`src/rtl/apt_pkg.sv`:
```
// Shared types, constants and register indexes for the arm pointing table locator.
// No dependencies.
package apt_pkg;

	localparam int COORD_W = 16;
	localparam int OPND_W  = 18;
	localparam int PROD_W  = 2 * OPND_W;
	localparam int QUO_W   = 18;
	localparam int DIV_W   = 18;
	localparam int NUM_W   = 33;

	localparam logic [2:0] REG_X_ORIGIN   = 3'd0;
	localparam logic [2:0] REG_Y_ORIGIN   = 3'd1;
	localparam logic [2:0] REG_WIDTH      = 3'd2;
	localparam logic [2:0] REG_HEIGHT     = 3'd3;
	localparam logic [2:0] REG_WORKING    = 3'd4;
	localparam logic [2:0] REG_READY_LOW  = 3'd5;
	localparam logic [2:0] REG_READY_HIGH = 3'd6;
	localparam logic [2:0] REG_AWAY       = 3'd7;

	localparam logic [15:0] RST_WORKING    = 16'd300;
	localparam logic [15:0] RST_READY_LOW  = 16'd500;
	localparam logic [15:0] RST_READY_HIGH = 16'd1000;
	localparam logic [15:0] RST_AWAY       = 16'd1200;

	localparam logic [1:0] ACT_UNKNOWN = 2'd0;
	localparam logic [1:0] ACT_WORKING = 2'd1;
	localparam logic [1:0] ACT_READY   = 2'd2;
	localparam logic [1:0] ACT_AWAY    = 2'd3;

	localparam logic [2:0] IDX_EX = 3'd0;
	localparam logic [2:0] IDX_EY = 3'd1;
	localparam logic [2:0] IDX_EZ = 3'd2;
	localparam logic [2:0] IDX_HX = 3'd3;
	localparam logic [2:0] IDX_HY = 3'd4;
	localparam logic [2:0] IDX_HZ = 3'd5;

	localparam logic [3:0] OP_EX_HZ     = 4'd0;
	localparam logic [3:0] OP_HX_EZ     = 4'd1;
	localparam logic [3:0] OP_EY_HZ     = 4'd2;
	localparam logic [3:0] OP_HY_EZ     = 4'd3;
	localparam logic [3:0] OP_XLO       = 4'd4;
	localparam logic [3:0] OP_XHI       = 4'd5;
	localparam logic [3:0] OP_YLO       = 4'd6;
	localparam logic [3:0] OP_YHI       = 4'd7;
	localparam logic [3:0] OP_DX        = 4'd8;
	localparam logic [3:0] OP_DY        = 4'd9;
	localparam logic [3:0] OP_DZ        = 4'd10;
	localparam logic [3:0] OP_LIM_WORK  = 4'd11;
	localparam logic [3:0] OP_LIM_RLOW  = 4'd12;
	localparam logic [3:0] OP_LIM_RHIGH = 4'd13;
	localparam logic [3:0] OP_LIM_AWAY  = 4'd14;

	typedef struct packed {
		logic             done;
		logic             ovf;
		logic [QUO_W-1:0] quo;
	} apt_div_res_t;

endpackage

```
`src/rtl/apt_if.sv`:
```
// Valid/ready channel interfaces for skeleton samples and locator results.
// Depends on nothing.
interface apt_in_if;
	logic               valid;
	logic               ready;
	logic signed [15:0] arm_a_elbow_x;
	logic signed [15:0] arm_a_elbow_y;
	logic signed [15:0] arm_a_elbow_z;
	logic signed [15:0] arm_a_hand_x;
	logic signed [15:0] arm_a_hand_y;
	logic signed [15:0] arm_a_hand_z;
	logic signed [15:0] arm_b_elbow_x;
	logic signed [15:0] arm_b_elbow_y;
	logic signed [15:0] arm_b_elbow_z;
	logic signed [15:0] arm_b_hand_x;
	logic signed [15:0] arm_b_hand_y;
	logic signed [15:0] arm_b_hand_z;

	modport source (output valid, arm_a_elbow_x, arm_a_elbow_y, arm_a_elbow_z, arm_a_hand_x,
		arm_a_hand_y, arm_a_hand_z, arm_b_elbow_x, arm_b_elbow_y, arm_b_elbow_z, arm_b_hand_x,
		arm_b_hand_y, arm_b_hand_z, input ready);
	modport sink (input valid, arm_a_elbow_x, arm_a_elbow_y, arm_a_elbow_z, arm_a_hand_x,
		arm_a_hand_y, arm_a_hand_z, arm_b_elbow_x, arm_b_elbow_y, arm_b_elbow_z, arm_b_hand_x,
		arm_b_hand_y, arm_b_hand_z, output ready);
endinterface

interface apt_out_if;
	logic               valid;
	logic               ready;
	logic signed [15:0] arm_a_hit_x;
	logic signed [15:0] arm_a_hit_y;
	logic               arm_a_pointing;
	logic signed [15:0] arm_b_hit_x;
	logic signed [15:0] arm_b_hit_y;
	logic               arm_b_pointing;
	logic [1:0]         activity_level;
	logic               activity_changed;

	modport source (output valid, arm_a_hit_x, arm_a_hit_y, arm_a_pointing, arm_b_hit_x,
		arm_b_hit_y, arm_b_pointing, activity_level, activity_changed, input ready);
	modport sink (input valid, arm_a_hit_x, arm_a_hit_y, arm_a_pointing, arm_b_hit_x,
		arm_b_hit_y, arm_b_pointing, activity_level, activity_changed, output ready);
endinterface

```
`src/rtl/arm_pointing_table_locator.sv`:
```
// Top level of the arm pointing table locator: sequencer, shared multiplier and result register.
// Depends on apt_pkg, apt_in_if, apt_out_if and apt_div.
// One sample is taken at a time and yields one result word. Each arm runs eleven multiply
// steps on one shared 18 by 18 multiplier, then two bit-serial divisions; four more
// multiply steps square the activity limits. A new sample is accepted once the previous
// result has been loaded into the output register, so a stalled result side also holds
// off new samples.
module arm_pointing_table_locator import apt_pkg::*; (
	input  logic        clk,
	input  logic        arst_n,
	apt_in_if.sink      sample,
	apt_out_if.source   result,
	input  logic        cfg_we,
	input  logic [2:0]  cfg_index,
	input  logic [15:0] cfg_wdata
);
	localparam logic [2:0] ST_IDLE = 3'd0;
	localparam logic [2:0] ST_MUL  = 3'd1;
	localparam logic [2:0] ST_DIVS = 3'd2;
	localparam logic [2:0] ST_DIVW = 3'd3;
	localparam logic [2:0] ST_FIN  = 3'd4;

	logic [2:0] st_q;
	logic [3:0] op_q;
	logic       ph_q;
	logic       arm_q;
	logic       dsel_q;

	logic signed [15:0] xo_q, yo_q;
	logic [14:0]        w_q, h_q;
	logic [15:0]        lw_q, lrl_q, lrh_q, la_q;
	logic [1:0]         act_q;

	logic signed [COORD_W-1:0] crd_q [2][6];
	logic signed [PROD_W-1:0]  prod_s1;
	logic signed [PROD_W-1:0]  acc_q, nx_q, ny_q;
	logic [PROD_W-1:0]         dist_q, dist_a_q, dmin_q;
	logic                      in_ok_q;
	logic                      f_work_q, f_rl_q, f_rh_q, f_aw_q;
	logic signed [15:0]        hitx_q [2];
	logic signed [15:0]        hity_q [2];
	logic                      pnt_q [2];

	logic                 res_valid_q;
	logic signed [15:0]   o_ax_q, o_ay_q, o_bx_q, o_by_q;
	logic                 o_ap_q, o_bp_q, o_chg_q;
	logic [1:0]           o_lvl_q;

	logic signed [15:0] ex, ey, ez, hx, hy, hz;
	logic signed [16:0] den_x;
	logic               neg, den_zero;
	logic [OPND_W-1:0]  den_abs;
	logic signed [OPND_W-1:0] mul_a, mul_b;
	logic signed [OPND_W-1:0] xo_ext, yo_ext, xw, yh, dx, dy, dz;
	logic signed [PROD_W-1:0] sel, sel_abs;
	logic [NUM_W-1:0]   div_num;
	logic [DIV_W-1:0]   div_den;
	logic [PROD_W-1:0]  lim4;
	logic [15:0]        hitv;
	logic [1:0]         nxt;
	logic               fin_go;
	apt_div_res_t       dres;

	function automatic logic [15:0] sat_hit(input logic qneg, input logic ovf,
		input logic [QUO_W-1:0] q);
		logic [QUO_W-1:0] nq;
		begin
			nq = ~q + 1'b1;
			if (!qneg) begin
				sat_hit = (ovf || q > QUO_W'(32767)) ? 16'h7FFF : q[15:0];
			end else begin
				sat_hit = (ovf || q > QUO_W'(32768)) ? 16'h8000 : nq[15:0];
			end
		end
	endfunction

	assign ex = crd_q[arm_q][IDX_EX];
	assign ey = crd_q[arm_q][IDX_EY];
	assign ez = crd_q[arm_q][IDX_EZ];
	assign hx = crd_q[arm_q][IDX_HX];
	assign hy = crd_q[arm_q][IDX_HY];
	assign hz = crd_q[arm_q][IDX_HZ];

	assign den_x    = {hz[15], hz} - {ez[15], ez};
	assign neg      = den_x[16];
	assign den_zero = (den_x == 17'sd0);
	assign den_abs  = neg ? (OPND_W'(0) - {den_x[16], den_x}) : {den_x[16], den_x};

	assign xo_ext = {{2{xo_q[15]}}, xo_q};
	assign yo_ext = {{2{yo_q[15]}}, yo_q};
	assign xw     = xo_ext + $signed({3'b000, w_q});
	assign yh     = yo_ext + $signed({3'b000, h_q});
	assign dx     = $signed({hx[15], hx, 1'b0}) + $signed({3'b000, w_q});
	assign dy     = $signed({hy[15], hy, 1'b0}) + $signed({3'b000, h_q});
	assign dz     = $signed({hz[15], hz, 1'b0});

	always_comb begin
		mul_a = '0;
		mul_b = '0;
		case (op_q)
			OP_EX_HZ:     begin mul_a = OPND_W'(ex); mul_b = OPND_W'(hz); end
			OP_HX_EZ:     begin mul_a = OPND_W'(hx); mul_b = OPND_W'(ez); end
			OP_EY_HZ:     begin mul_a = OPND_W'(ey); mul_b = OPND_W'(hz); end
			OP_HY_EZ:     begin mul_a = OPND_W'(hy); mul_b = OPND_W'(ez); end
			OP_XLO:       begin mul_a = xo_ext; mul_b = $signed(den_abs); end
			OP_XHI:       begin mul_a = xw;     mul_b = $signed(den_abs); end
			OP_YLO:       begin mul_a = yo_ext; mul_b = $signed(den_abs); end
			OP_YHI:       begin mul_a = yh;     mul_b = $signed(den_abs); end
			OP_DX:        begin mul_a = dx; mul_b = dx; end
			OP_DY:        begin mul_a = dy; mul_b = dy; end
			OP_DZ:        begin mul_a = dz; mul_b = dz; end
			OP_LIM_WORK:  begin mul_a = $signed({2'b00, lw_q});  mul_b = $signed({2'b00, lw_q}); end
			OP_LIM_RLOW:  begin mul_a = $signed({2'b00, lrl_q}); mul_b = $signed({2'b00, lrl_q}); end
			OP_LIM_RHIGH: begin mul_a = $signed({2'b00, lrh_q}); mul_b = $signed({2'b00, lrh_q}); end
			OP_LIM_AWAY:  begin mul_a = $signed({2'b00, la_q});  mul_b = $signed({2'b00, la_q}); end
			default:      begin mul_a = '0; mul_b = '0; end
		endcase
	end

	always_ff @(posedge clk) begin
		prod_s1 <= mul_a * mul_b;
	end

	assign sel     = dsel_q ? ny_q : nx_q;
	assign sel_abs = sel[PROD_W-1] ? -sel : sel;
	assign div_num = {sel_abs[31:0], 1'b0} + NUM_W'(den_abs);
	assign div_den = {den_abs[16:0], 1'b0};
	assign lim4    = {prod_s1[PROD_W-3:0], 2'b00};
	assign hitv    = den_zero ? 16'h0000 : sat_hit(sel[PROD_W-1], dres.ovf, dres.quo);

	apt_div u_div (
		.clk    (clk),
		.arst_n (arst_n),
		.start  (st_q == ST_DIVS),
		.num    (div_num),
		.den    (div_den),
		.res    (dres)
	);

	always_comb begin
		if (f_work_q) begin
			nxt = ACT_WORKING;
		end else if (f_rl_q && f_rh_q) begin
			nxt = ACT_READY;
		end else if (f_aw_q) begin
			nxt = ACT_AWAY;
		end else begin
			nxt = act_q;
		end
	end

	assign fin_go       = (st_q == ST_FIN) && (!res_valid_q || result.ready);
	assign sample.ready = (st_q == ST_IDLE);

	always_ff @(posedge clk or negedge arst_n) begin
		if (!arst_n) begin
			xo_q  <= '0;
			yo_q  <= '0;
			w_q   <= '0;
			h_q   <= '0;
			lw_q  <= RST_WORKING;
			lrl_q <= RST_READY_LOW;
			lrh_q <= RST_READY_HIGH;
			la_q  <= RST_AWAY;
		end else if (cfg_we) begin
			case (cfg_index)
				REG_X_ORIGIN:   xo_q  <= cfg_wdata;
				REG_Y_ORIGIN:   yo_q  <= cfg_wdata;
				REG_WIDTH:      w_q   <= cfg_wdata[14:0];
				REG_HEIGHT:     h_q   <= cfg_wdata[14:0];
				REG_WORKING:    lw_q  <= cfg_wdata;
				REG_READY_LOW:  lrl_q <= cfg_wdata;
				REG_READY_HIGH: lrh_q <= cfg_wdata;
				REG_AWAY:       la_q  <= cfg_wdata;
				default:        xo_q  <= xo_q;
			endcase
		end
	end

	always_ff @(posedge clk or negedge arst_n) begin
		if (!arst_n) begin
			st_q        <= ST_IDLE;
			op_q        <= OP_EX_HZ;
			ph_q        <= 1'b0;
			arm_q       <= 1'b0;
			dsel_q      <= 1'b0;
			act_q       <= ACT_UNKNOWN;
			res_valid_q <= 1'b0;
		end else begin
			if (result.ready && res_valid_q) begin
				res_valid_q <= 1'b0;
			end
			case (st_q)
				ST_IDLE: begin
					if (sample.valid) begin
						st_q   <= ST_MUL;
						op_q   <= OP_EX_HZ;
						ph_q   <= 1'b0;
						arm_q  <= 1'b0;
						dsel_q <= 1'b0;
					end
				end
				ST_MUL: begin
					ph_q <= ~ph_q;
					if (ph_q) begin
						if (op_q == OP_DZ) begin
							st_q <= ST_DIVS;
						end else if (op_q == OP_LIM_AWAY) begin
							st_q <= ST_FIN;
						end else begin
							op_q <= op_q + 1'b1;
						end
					end
				end
				ST_DIVS: begin
					st_q <= ST_DIVW;
				end
				ST_DIVW: begin
					if (dres.done) begin
						if (!dsel_q) begin
							dsel_q <= 1'b1;
							st_q   <= ST_DIVS;
						end else begin
							dsel_q <= 1'b0;
							ph_q   <= 1'b0;
							st_q   <= ST_MUL;
							if (!arm_q) begin
								arm_q <= 1'b1;
								op_q  <= OP_EX_HZ;
							end else begin
								op_q <= OP_LIM_WORK;
							end
						end
					end
				end
				ST_FIN: begin
					if (fin_go) begin
						act_q       <= nxt;
						res_valid_q <= 1'b1;
						st_q        <= ST_IDLE;
					end
				end
				default: st_q <= ST_IDLE;
			endcase
		end
	end

	always_ff @(posedge clk) begin
		if (sample.valid && sample.ready) begin
			crd_q[0][IDX_EX] <= sample.arm_a_elbow_x;
			crd_q[0][IDX_EY] <= sample.arm_a_elbow_y;
			crd_q[0][IDX_EZ] <= sample.arm_a_elbow_z;
			crd_q[0][IDX_HX] <= sample.arm_a_hand_x;
			crd_q[0][IDX_HY] <= sample.arm_a_hand_y;
			crd_q[0][IDX_HZ] <= sample.arm_a_hand_z;
			crd_q[1][IDX_EX] <= sample.arm_b_elbow_x;
			crd_q[1][IDX_EY] <= sample.arm_b_elbow_y;
			crd_q[1][IDX_EZ] <= sample.arm_b_elbow_z;
			crd_q[1][IDX_HX] <= sample.arm_b_hand_x;
			crd_q[1][IDX_HY] <= sample.arm_b_hand_y;
			crd_q[1][IDX_HZ] <= sample.arm_b_hand_z;
		end
		if (st_q == ST_MUL && ph_q) begin
			case (op_q)
				OP_EX_HZ:     acc_q    <= prod_s1;
				OP_HX_EZ:     nx_q     <= neg ? (prod_s1 - acc_q) : (acc_q - prod_s1);
				OP_EY_HZ:     acc_q    <= prod_s1;
				OP_HY_EZ:     ny_q     <= neg ? (prod_s1 - acc_q) : (acc_q - prod_s1);
				OP_XLO:       in_ok_q  <= (nx_q >= prod_s1);
				OP_XHI:       in_ok_q  <= in_ok_q && (nx_q <= prod_s1);
				OP_YLO:       in_ok_q  <= in_ok_q && (ny_q >= prod_s1);
				OP_YHI:       in_ok_q  <= in_ok_q && (ny_q <= prod_s1);
				OP_DX:        dist_q   <= PROD_W'(prod_s1);
				OP_DY:        dist_q   <= dist_q + PROD_W'(prod_s1);
				OP_DZ:        dist_q   <= dist_q + PROD_W'(prod_s1);
				OP_LIM_WORK:  f_work_q <= (dmin_q < lim4);
				OP_LIM_RLOW:  f_rl_q   <= (dmin_q > lim4);
				OP_LIM_RHIGH: f_rh_q   <= (dmin_q < lim4);
				OP_LIM_AWAY:  f_aw_q   <= (dmin_q > lim4);
				default:      acc_q    <= acc_q;
			endcase
		end
		if (st_q == ST_DIVW && dres.done) begin
			if (!dsel_q) begin
				hitx_q[arm_q] <= hitv;
			end else begin
				hity_q[arm_q] <= hitv;
				pnt_q[arm_q]  <= neg && in_ok_q;
				if (!arm_q) begin
					dist_a_q <= dist_q;
				end else begin
					dmin_q <= (dist_a_q < dist_q) ? dist_a_q : dist_q;
				end
			end
		end
		if (fin_go) begin
			o_ax_q  <= hitx_q[0];
			o_ay_q  <= hity_q[0];
			o_ap_q  <= pnt_q[0];
			o_bx_q  <= hitx_q[1];
			o_by_q  <= hity_q[1];
			o_bp_q  <= pnt_q[1];
			o_lvl_q <= nxt;
			o_chg_q <= (nxt != act_q);
		end
	end

	assign result.valid            = res_valid_q;
	assign result.arm_a_hit_x      = o_ax_q;
	assign result.arm_a_hit_y      = o_ay_q;
	assign result.arm_a_pointing   = o_ap_q;
	assign result.arm_b_hit_x      = o_bx_q;
	assign result.arm_b_hit_y      = o_by_q;
	assign result.arm_b_pointing   = o_bp_q;
	assign result.activity_level   = o_lvl_q;
	assign result.activity_changed = o_chg_q;

	a_chg_known: assert property (@(posedge clk) disable iff (!arst_n)
		result.valid && result.activity_changed |-> result.activity_level != ACT_UNKNOWN)
		else $error("activity change reported toward unknown level");

	a_div_done: assert property (@(posedge clk) disable iff (!arst_n)
		dres.done |-> st_q == ST_DIVW)
		else $error("divider finished outside of its wait state");

	a_start: assert property (@(posedge clk) disable iff (!arst_n)
		sample.valid && sample.ready |=> st_q == ST_MUL && op_q == OP_EX_HZ && !arm_q)
		else $error("sequencer did not start on an accepted sample");

endmodule

```
`src/rtl/apt_div.sv`:
```
// Bit-serial restoring divider producing one quotient bit per cycle with overflow detect.
// Depends on apt_pkg.
module apt_div import apt_pkg::*; (
	input  logic               clk,
	input  logic               arst_n,
	input  logic               start,
	input  logic [NUM_W-1:0]   num,
	input  logic [DIV_W-1:0]   den,
	output apt_div_res_t       res
);
	localparam int CNT_W = $clog2(QUO_W + 1);

	logic             busy_q;
	logic             done_q;
	logic             ovf_q;
	logic [CNT_W-1:0] cnt_q;
	logic [DIV_W-1:0] rem_q;
	logic [QUO_W-1:0] sh_q;
	logic [DIV_W-1:0] d_q;
	logic [DIV_W:0]   trial;
	logic [DIV_W:0]   diff;
	logic [DIV_W-1:0] num_hi;

	assign num_hi = DIV_W'(num[NUM_W-1:QUO_W]);
	assign trial  = {rem_q, sh_q[QUO_W-1]};
	assign diff   = trial - {1'b0, d_q};

	always_ff @(posedge clk or negedge arst_n) begin
		if (!arst_n) begin
			busy_q <= 1'b0;
			done_q <= 1'b0;
			cnt_q  <= '0;
		end else begin
			done_q <= 1'b0;
			if (start) begin
				busy_q <= 1'b1;
				cnt_q  <= CNT_W'(QUO_W);
			end else if (busy_q) begin
				cnt_q <= cnt_q - 1'b1;
				if (cnt_q == CNT_W'(1)) begin
					busy_q <= 1'b0;
					done_q <= 1'b1;
				end
			end
		end
	end

	always_ff @(posedge clk) begin
		if (start) begin
			ovf_q <= (num_hi >= den);
			rem_q <= num_hi;
			sh_q  <= num[QUO_W-1:0];
			d_q   <= den;
		end else if (busy_q) begin
			if (!diff[DIV_W]) begin
				rem_q <= diff[DIV_W-1:0];
				sh_q  <= {sh_q[QUO_W-2:0], 1'b1};
			end else begin
				rem_q <= trial[DIV_W-1:0];
				sh_q  <= {sh_q[QUO_W-2:0], 1'b0};
			end
		end
	end

	assign res = '{done: done_q, ovf: ovf_q, quo: sh_q};

endmodule
```
`src/flat_wrapper.sv`:
```
// flat-port wrapper written by rule: the top's interface ports become plain ports
module arm_pointing_table_locator_flat import apt_pkg::*;
  (clk, arst_n, cfg_we, cfg_index, cfg_wdata, sample_valid, sample_arm_a_elbow_x, sample_arm_a_elbow_y, sample_arm_a_elbow_z, sample_arm_a_hand_x, sample_arm_a_hand_y, sample_arm_a_hand_z, sample_arm_b_elbow_x, sample_arm_b_elbow_y, sample_arm_b_elbow_z, sample_arm_b_hand_x, sample_arm_b_hand_y, sample_arm_b_hand_z, sample_ready, result_valid, result_arm_a_hit_x, result_arm_a_hit_y, result_arm_a_pointing, result_arm_b_hit_x, result_arm_b_hit_y, result_arm_b_pointing, result_activity_level, result_activity_changed, result_ready);
  apt_in_if sample_i ();
  apt_out_if result_i ();
  input  logic clk;
  input  logic arst_n;
  input  logic cfg_we;
  input  logic [2:0] cfg_index;
  input  logic [15:0] cfg_wdata;
  input wire logic [$bits(sample_i.valid)-1:0] sample_valid;
  input wire logic [$bits(sample_i.arm_a_elbow_x)-1:0] sample_arm_a_elbow_x;
  input wire logic [$bits(sample_i.arm_a_elbow_y)-1:0] sample_arm_a_elbow_y;
  input wire logic [$bits(sample_i.arm_a_elbow_z)-1:0] sample_arm_a_elbow_z;
  input wire logic [$bits(sample_i.arm_a_hand_x)-1:0] sample_arm_a_hand_x;
  input wire logic [$bits(sample_i.arm_a_hand_y)-1:0] sample_arm_a_hand_y;
  input wire logic [$bits(sample_i.arm_a_hand_z)-1:0] sample_arm_a_hand_z;
  input wire logic [$bits(sample_i.arm_b_elbow_x)-1:0] sample_arm_b_elbow_x;
  input wire logic [$bits(sample_i.arm_b_elbow_y)-1:0] sample_arm_b_elbow_y;
  input wire logic [$bits(sample_i.arm_b_elbow_z)-1:0] sample_arm_b_elbow_z;
  input wire logic [$bits(sample_i.arm_b_hand_x)-1:0] sample_arm_b_hand_x;
  input wire logic [$bits(sample_i.arm_b_hand_y)-1:0] sample_arm_b_hand_y;
  input wire logic [$bits(sample_i.arm_b_hand_z)-1:0] sample_arm_b_hand_z;
  output wire logic [$bits(sample_i.ready)-1:0] sample_ready;
  output wire logic [$bits(result_i.valid)-1:0] result_valid;
  output wire logic [$bits(result_i.arm_a_hit_x)-1:0] result_arm_a_hit_x;
  output wire logic [$bits(result_i.arm_a_hit_y)-1:0] result_arm_a_hit_y;
  output wire logic [$bits(result_i.arm_a_pointing)-1:0] result_arm_a_pointing;
  output wire logic [$bits(result_i.arm_b_hit_x)-1:0] result_arm_b_hit_x;
  output wire logic [$bits(result_i.arm_b_hit_y)-1:0] result_arm_b_hit_y;
  output wire logic [$bits(result_i.arm_b_pointing)-1:0] result_arm_b_pointing;
  output wire logic [$bits(result_i.activity_level)-1:0] result_activity_level;
  output wire logic [$bits(result_i.activity_changed)-1:0] result_activity_changed;
  input wire logic [$bits(result_i.ready)-1:0] result_ready;
  assign sample_i.valid = sample_valid;
  assign sample_i.arm_a_elbow_x = sample_arm_a_elbow_x;
  assign sample_i.arm_a_elbow_y = sample_arm_a_elbow_y;
  assign sample_i.arm_a_elbow_z = sample_arm_a_elbow_z;
  assign sample_i.arm_a_hand_x = sample_arm_a_hand_x;
  assign sample_i.arm_a_hand_y = sample_arm_a_hand_y;
  assign sample_i.arm_a_hand_z = sample_arm_a_hand_z;
  assign sample_i.arm_b_elbow_x = sample_arm_b_elbow_x;
  assign sample_i.arm_b_elbow_y = sample_arm_b_elbow_y;
  assign sample_i.arm_b_elbow_z = sample_arm_b_elbow_z;
  assign sample_i.arm_b_hand_x = sample_arm_b_hand_x;
  assign sample_i.arm_b_hand_y = sample_arm_b_hand_y;
  assign sample_i.arm_b_hand_z = sample_arm_b_hand_z;
  assign sample_ready = sample_i.ready;
  assign result_valid = result_i.valid;
  assign result_arm_a_hit_x = result_i.arm_a_hit_x;
  assign result_arm_a_hit_y = result_i.arm_a_hit_y;
  assign result_arm_a_pointing = result_i.arm_a_pointing;
  assign result_arm_b_hit_x = result_i.arm_b_hit_x;
  assign result_arm_b_hit_y = result_i.arm_b_hit_y;
  assign result_arm_b_pointing = result_i.arm_b_pointing;
  assign result_activity_level = result_i.activity_level;
  assign result_activity_changed = result_i.activity_changed;
  assign result_i.ready = result_ready;
  arm_pointing_table_locator u_core (.clk(clk), .arst_n(arst_n), .sample(sample_i), .result(result_i), .cfg_we(cfg_we), .cfg_index(cfg_index), .cfg_wdata(cfg_wdata));
endmodule
```
`config.mk`:
```
export PLATFORM = sky130hd
export DESIGN_NAME = arm_pointing_table_locator_flat
export DESIGN_NICKNAME = d
export VERILOG_FILES = /design/src/rtl/apt_pkg.sv /design/src/rtl/apt_if.sv /design/src/rtl/arm_pointing_table_locator.sv /design/src/rtl/apt_div.sv /design/src/flat_wrapper.sv
export SDC_FILE = /design/constraint.sdc
export NUM_CORES = 2
export LEC_CHECK = 0
export BUFFER_PORTS_ARGS = -buffer_cell sky130_fd_sc_hd__buf_2
export CAP_MARGIN = 40
export CORE_AREA = 2 2 345 347
export DETAILED_ROUTE_END_ITERATION = 10
export DIE_AREA = 0 0 347 349
export MAX_ROUTING_LAYER = met4
export PLACE_DENSITY = 0.75
export SYNTH_ARGS = -nofsm -noshare
export SYNTH_HDL_FRONTEND = slang
export SYNTH_SLANG_ARGS = --single-unit
```
`constraint.sdc`:
```
create_clock -name clk -period 21.3 [get_ports clk]
set_input_delay 1.065 -clock clk [delete_from_list [all_inputs] [get_ports clk]]
set_output_delay 1.065 -clock clk [all_outputs]
set_load 0.01 [all_outputs]
```
# Yosys cells after proc, flatten, opt, wreduce, memory -nomap -nowiden
# Memories as Yosys holds them, arrays and structs flattened. A register that Yosys moved wholly into a read port is not among the register bits.
# Index checks and enable logic that the tools add are counted.
# word_totals
n_memories	4
reg_bits	460
mem_bits_rw	258
# op_classes
bitwise	3
n_mul	1
addsub	15
n_lt_le_gt_ge	10
n_eq_ne	35
mux	66
reduce_logical	52
# mem_list
name	depth	width	rd	rd_ports_with_merged_regs	write_ports	line_no	source
u_core.crd_q	2	96	1	0	2	arm_pointing_table_locator.sv:34	logic signed [COORD_W-1:0] crd_q [2][6];
u_core.hitx_q	2	16	2	2	1	arm_pointing_table_locator.sv:40	logic signed [15:0] hitx_q [2];
u_core.hity_q	2	16	2	2	1	arm_pointing_table_locator.sv:41	logic signed [15:0] hity_q [2];
u_core.pnt_q	2	1	2	2	1	arm_pointing_table_locator.sv:42	logic pnt_q [2];
# ops
operator	count
$pmux 18 s15	1
$pmux 18 s10	1
$mux 36	3
$ge 36x36->1	2
$le 36x36->1	2
$lt 36x36->1	2
$mux 18	4
$pmux 36 s2	1
$sub 36x36->36	2
$mux 16	4
$add 17x16->18	2
$add 36x36->36	1
$gt 36x36->1	1
$mul 18x18->36	1
$reduce_and 2->1	18
$add 16x16->17	2
$add 33x18->33	1
$mux 32	1
$neg 32->32	1
$mux 15	2
$eq 4x4->1 const B	7
$mux 4	7
$mux 1	24
$sub 19x18->19	1
other kinds (44)	91

# Longest topological paths before layout
# An unclocked memory read counts as a cell.
# depth
word_depth	6
mapped_depth	41

# Modules after synthesis
# Synthesis repeated with hierarchy kept, for this count alone.
# hier_totals
hier_cells	5514
area_unflattened_um2	58283.4
# modules_own_cells
module	area_per_inst_um2	n_inst	cells_per_inst	seq_area_each_um2
arm_pointing_table_locator	54249.5	1	5128	20679.8
apt_div	4033.9	1	386	1796.7

# Least setup slack after synthesis
# No wires, ideal clock.
# synth_timing
path_kind	in2reg
from	input sample_valid
to	memory u_core.crd_q[0][0] (netlist bit), enable pin
path_stages	2
arrival_ns	14.051
setup_slack_ns	6.269
setup_time_ns	0.979
n_path_buf	0
cell_sequence	nand2_1 > nor3_1
# synth_lines
element	line_no	source
from (decl)	flat_wrapper.sv:11	input wire logic [$bits(sample_i.valid)-1:0] sample_valid;
to (decl)	arm_pointing_table_locator.sv:34	

# Final worst setup path
# layout_timing
from	register u_core.arm_q
to	register u_core.prod_s1[35]
# layout_via
elab_chain_len	6
word_cells_on_any_way	9
classes_between	add/sub (4); mul (1); mux (3); memory (1)
# layout_lines
element	line_no	source
from (decl)	arm_pointing_table_locator.sv:26	logic arm_q;
from (signal assigned)	arm_pointing_table_locator.sv:185	arm_q <= 1'b0;
from (signal assigned)	arm_pointing_table_locator.sv:199	arm_q <= 1'b0;
from (signal assigned)	arm_pointing_table_locator.sv:228	arm_q <= 1'b1;
$mem_v2 2x96 *	-	
$sub 16x16->17 *	arm_pointing_table_locator.sv:84	assign den_x = {hz[15], hz} - {ez[15], ez};
$sub 1x17->18	arm_pointing_table_locator.sv:87	assign den_abs = neg ? (OPND_W'(0) - {den_x[16], den_x}) : {den_x[16], den_x};
$mux 18 *	arm_pointing_table_locator.sv:87	
net u_core.den_abs[4]	arm_pointing_table_locator.sv:52	logic [OPND_W-1:0] den_abs;
$pmux 18 s10 *	arm_pointing_table_locator.sv:100	case (op_q)
$mul 18x18->36 *	arm_pointing_table_locator.sv:121	prod_s1 <= mul_a * mul_b;
to (signal assigned)	arm_pointing_table_locator.sv:121	
to (decl)	arm_pointing_table_locator.sv:35	logic signed [PROD_W-1:0] prod_s1;
# The timed path passes the listed nets; every way through them passes the cells marked *.
# A chain may end at the register's enable or synchronous reset.

==> results.cfg <==
[setup_path]
cp_common_cell = fa_1
cp_data_arrival_time_ps = 13020
cpPeakStageDelay_ps = 890
cp-end-kind = flop
crit_path_start_kind = flop
criticalPathCategory = reg -> reg
r2r_start = u_core.arm_q
worst-path-max-fanout = 40
reg2reg_slack_ps = 8790
cp.required_ps = 21820
cp_slowest_cell = fa_1
critPathTopFamily = adder cells
reg2reg_depth = 31
crit_buf_inv = 6
timing.rr.end = u_core.prod_s1[35]
crit_cells = 31

[clock_network]
ctsResizeCount = 0
cts_setup_buffers = 0
clockRootBuffer = clkbuf_16
ctsHoldBuffers = 0
cts.sinks = 784
cts_buffers = 89
cts_tree = yes
insertion_delay_ps = 700
ctsLongestPathBuffers = 3
clk_pin_slew_ps = 60
h-tree-depth = 3

[final_layout]
nets = 6831
drive_above_1_share_pct = 14.4
area_delta_synth_final_pct = 11.2
final-instance-count-excl-fill = 7419

[place]
gp_congestion = 1.01
dp_cells = 7249
port_buffers = 286
dpl.hpwl_um = 137000

[sta]
min_period_ps = 12510
worst_pin_slew_ps = 1030
finalHoldViolations = 0
setup_viol = 0
rsz0062_at_grt = no
fin_crit_sh_pct = 58.7
skew_ps = 45.8
tns_ps = 0
maxSlewHeadroom_pct = 31.0
drv_slew = 0
fmax_mhz = 79.9

[synthesis]
synth-seq-cells = 784
synth_commonest_cells = 609 x inv_1, 599 x edfxtp_1, 469 x ha_1, 447 x nand2_1
ys_warn_count = 0
synthCells = 5515
yosysSeqAreaShare_pct = 38.5
synth.avg_cell_area_sq_um = 10.6
ys.flop_type = edfxtp_1
syn_nets = 6540
netlist_top_cells_area = edfxtp_1 31%, fa_1 12%, ha_1 10%
async_reset_ff_share_pct = 18.6
synth_enable_flop_cells = 599
syn_area_sq_um = 58300
yosysTopAreaCell = edfxtp_1
yosysTopAreaCellShare_pct = 30.8
ys_types = 99
synth_most_common_cell = inv_1

[worst_hold_path]
hold_class = in -> async

[route]
dr.pass1.iters = 8
antenna_left = 0
wl_per_cell_um = 23.8
vias = 45200
drc_errors = 0
viasPerCell = 6.09
routed_wl_um = 177000
drt-initial-drc-count = 4354

[grt]
grtUsageTotal_pct = 29.8
grt-ovfl-total = 0
grt_pass1_wl_um = 267000
antenna_found_initial = 3
grt_max_degree = 173
grt_pass1_vias = 44800

[floorplan]
core_sq_um = 117000
die_w_um = 347
die_h_um = 349
ios = 287
start_util_pct = 49.7
row_count = 126
die-area_sq_um = 121000

[run]
cap_violations = 0

[outcome]
status = finished clean
[layer usage]
metal	track usage [%]	wire length [um]	vias to the layer above
met3	5.67	15900	429
met1	38.1	71300	22300
met4	11.6	7660	0
met2	46.8	81700	2098
met5	-	0	-
li1	-	-	20300
[sequential cells by signal, summed over array words and instances, names as in the netlist, 18 cells and up]
name                count
u_core.dist_q          36
u_core.u_div.rem_q     18
u_core.hity_q          32
u_core.ny_q            36
u_core.hitx_q          32
u_core.dist_a_q        36
u_core.u_div.sh_q      18
u_core.dmin_q          36
u_core.prod_s1         36
u_core.acc_q           36
u_core.crd_q          192
u_core.nx_q            36
[layout make-up]
cell class	count	area (sq um)
clock inverters	63	602
clock buffers	103	2310
inverters	610	2290
multi-input cells	3938	33100
fillers	9977	52600
repair buffers	383	2230
flip-flops and latches	784	22500
well taps	1536	1920
diodes	2	5.00
[layout by cell type (no fill, tap or decap), drive strengths merged, types with 49 or more instances in the layout]
cell | Yosys | layout
a211oi | 75 | 75
a21o | 114 | 114
a21oi | 340 | 340
and2 | 66 | 66
buf | 30 | 383
clkbuf | 153 | 103
dfrtp | 126 | 126
edfxtp | 599 | 599
fa | 340 | 340
ha | 469 | 469
inv | 609 | 616
mux2 | 224 | 224
mux2i | 107 | 107
nand2 | 448 | 448
nand2b | 49 | 49
nand3 | 81 | 81
nand4 | 62 | 62
nor2 | 288 | 288
nor2b | 57 | 57
nor3 | 87 | 87
o21a | 60 | 60
o21ai | 265 | 265
xnor2 | 143 | 143
xor2 | 75 | 75
[per-stage QoR]
step	cell area, sq um	utilization, %	hold WS (ps)	setup slack (ps)
3_3_place_gp	61700	52.5	401	9480
2_1_floorplan	58300	-	400	6270
5_1_grt	64900	55.2	420	7970
6_report	64900	55.2	382	8790
4_1_cts	64900	55.2	394	9090
3_5_place_dp	61900	52.7	405	9160
[how the worst max path moves through the flow]
stage                             from                  to  slack (ps)
after global routing      u_core.arm_q  u_core.prod_s1[35]        7970
after floorplan           sample_valid  u_core.crd_q[0][0]        6270
after global placement    u_core.arm_q  u_core.prod_s1[35]        9480
after detailed placement  u_core.arm_q  u_core.prod_s1[35]        9160
after CTS                 u_core.arm_q  u_core.prod_s1[35]        9090
final                     u_core.arm_q  u_core.prod_s1[35]        8790
[logic make-up (layout without fill, tap and decap cells)]
family,count (synthesis),after routing,share of synthesized area [%]
and+or+nand+nor,1296,1296,10.6
other,1,3,0.00643
adders and majority gates,809,809,21.7
AOI/OAI and AO/OA,1283,1283,14.5
buffers and inverters,793,1159,5.18
muxes,331,331,6.16
xor gates and xnor gates,218,218,3.33
DFF,784,784,38.5
[worst register-to-register path, delay by kind of cell, from the launching register on]
kind | cells | cell delay, ps
adder cells (fa/ha/maj) | 9 | 4700
flip-flops | 1 | 740
XOR/XNOR | 1 | 370
multiplexers | 1 | 380
AND/OR/NAND/NOR | 3 | 680
AO/OA/AOI/OAI | 11 | 3910
buffers and inverters | 6 | 1570
Power is left out: the tool's default activity adds up to more than one toggle a clock period on the data nets, which glitch-free logic cannot reach.
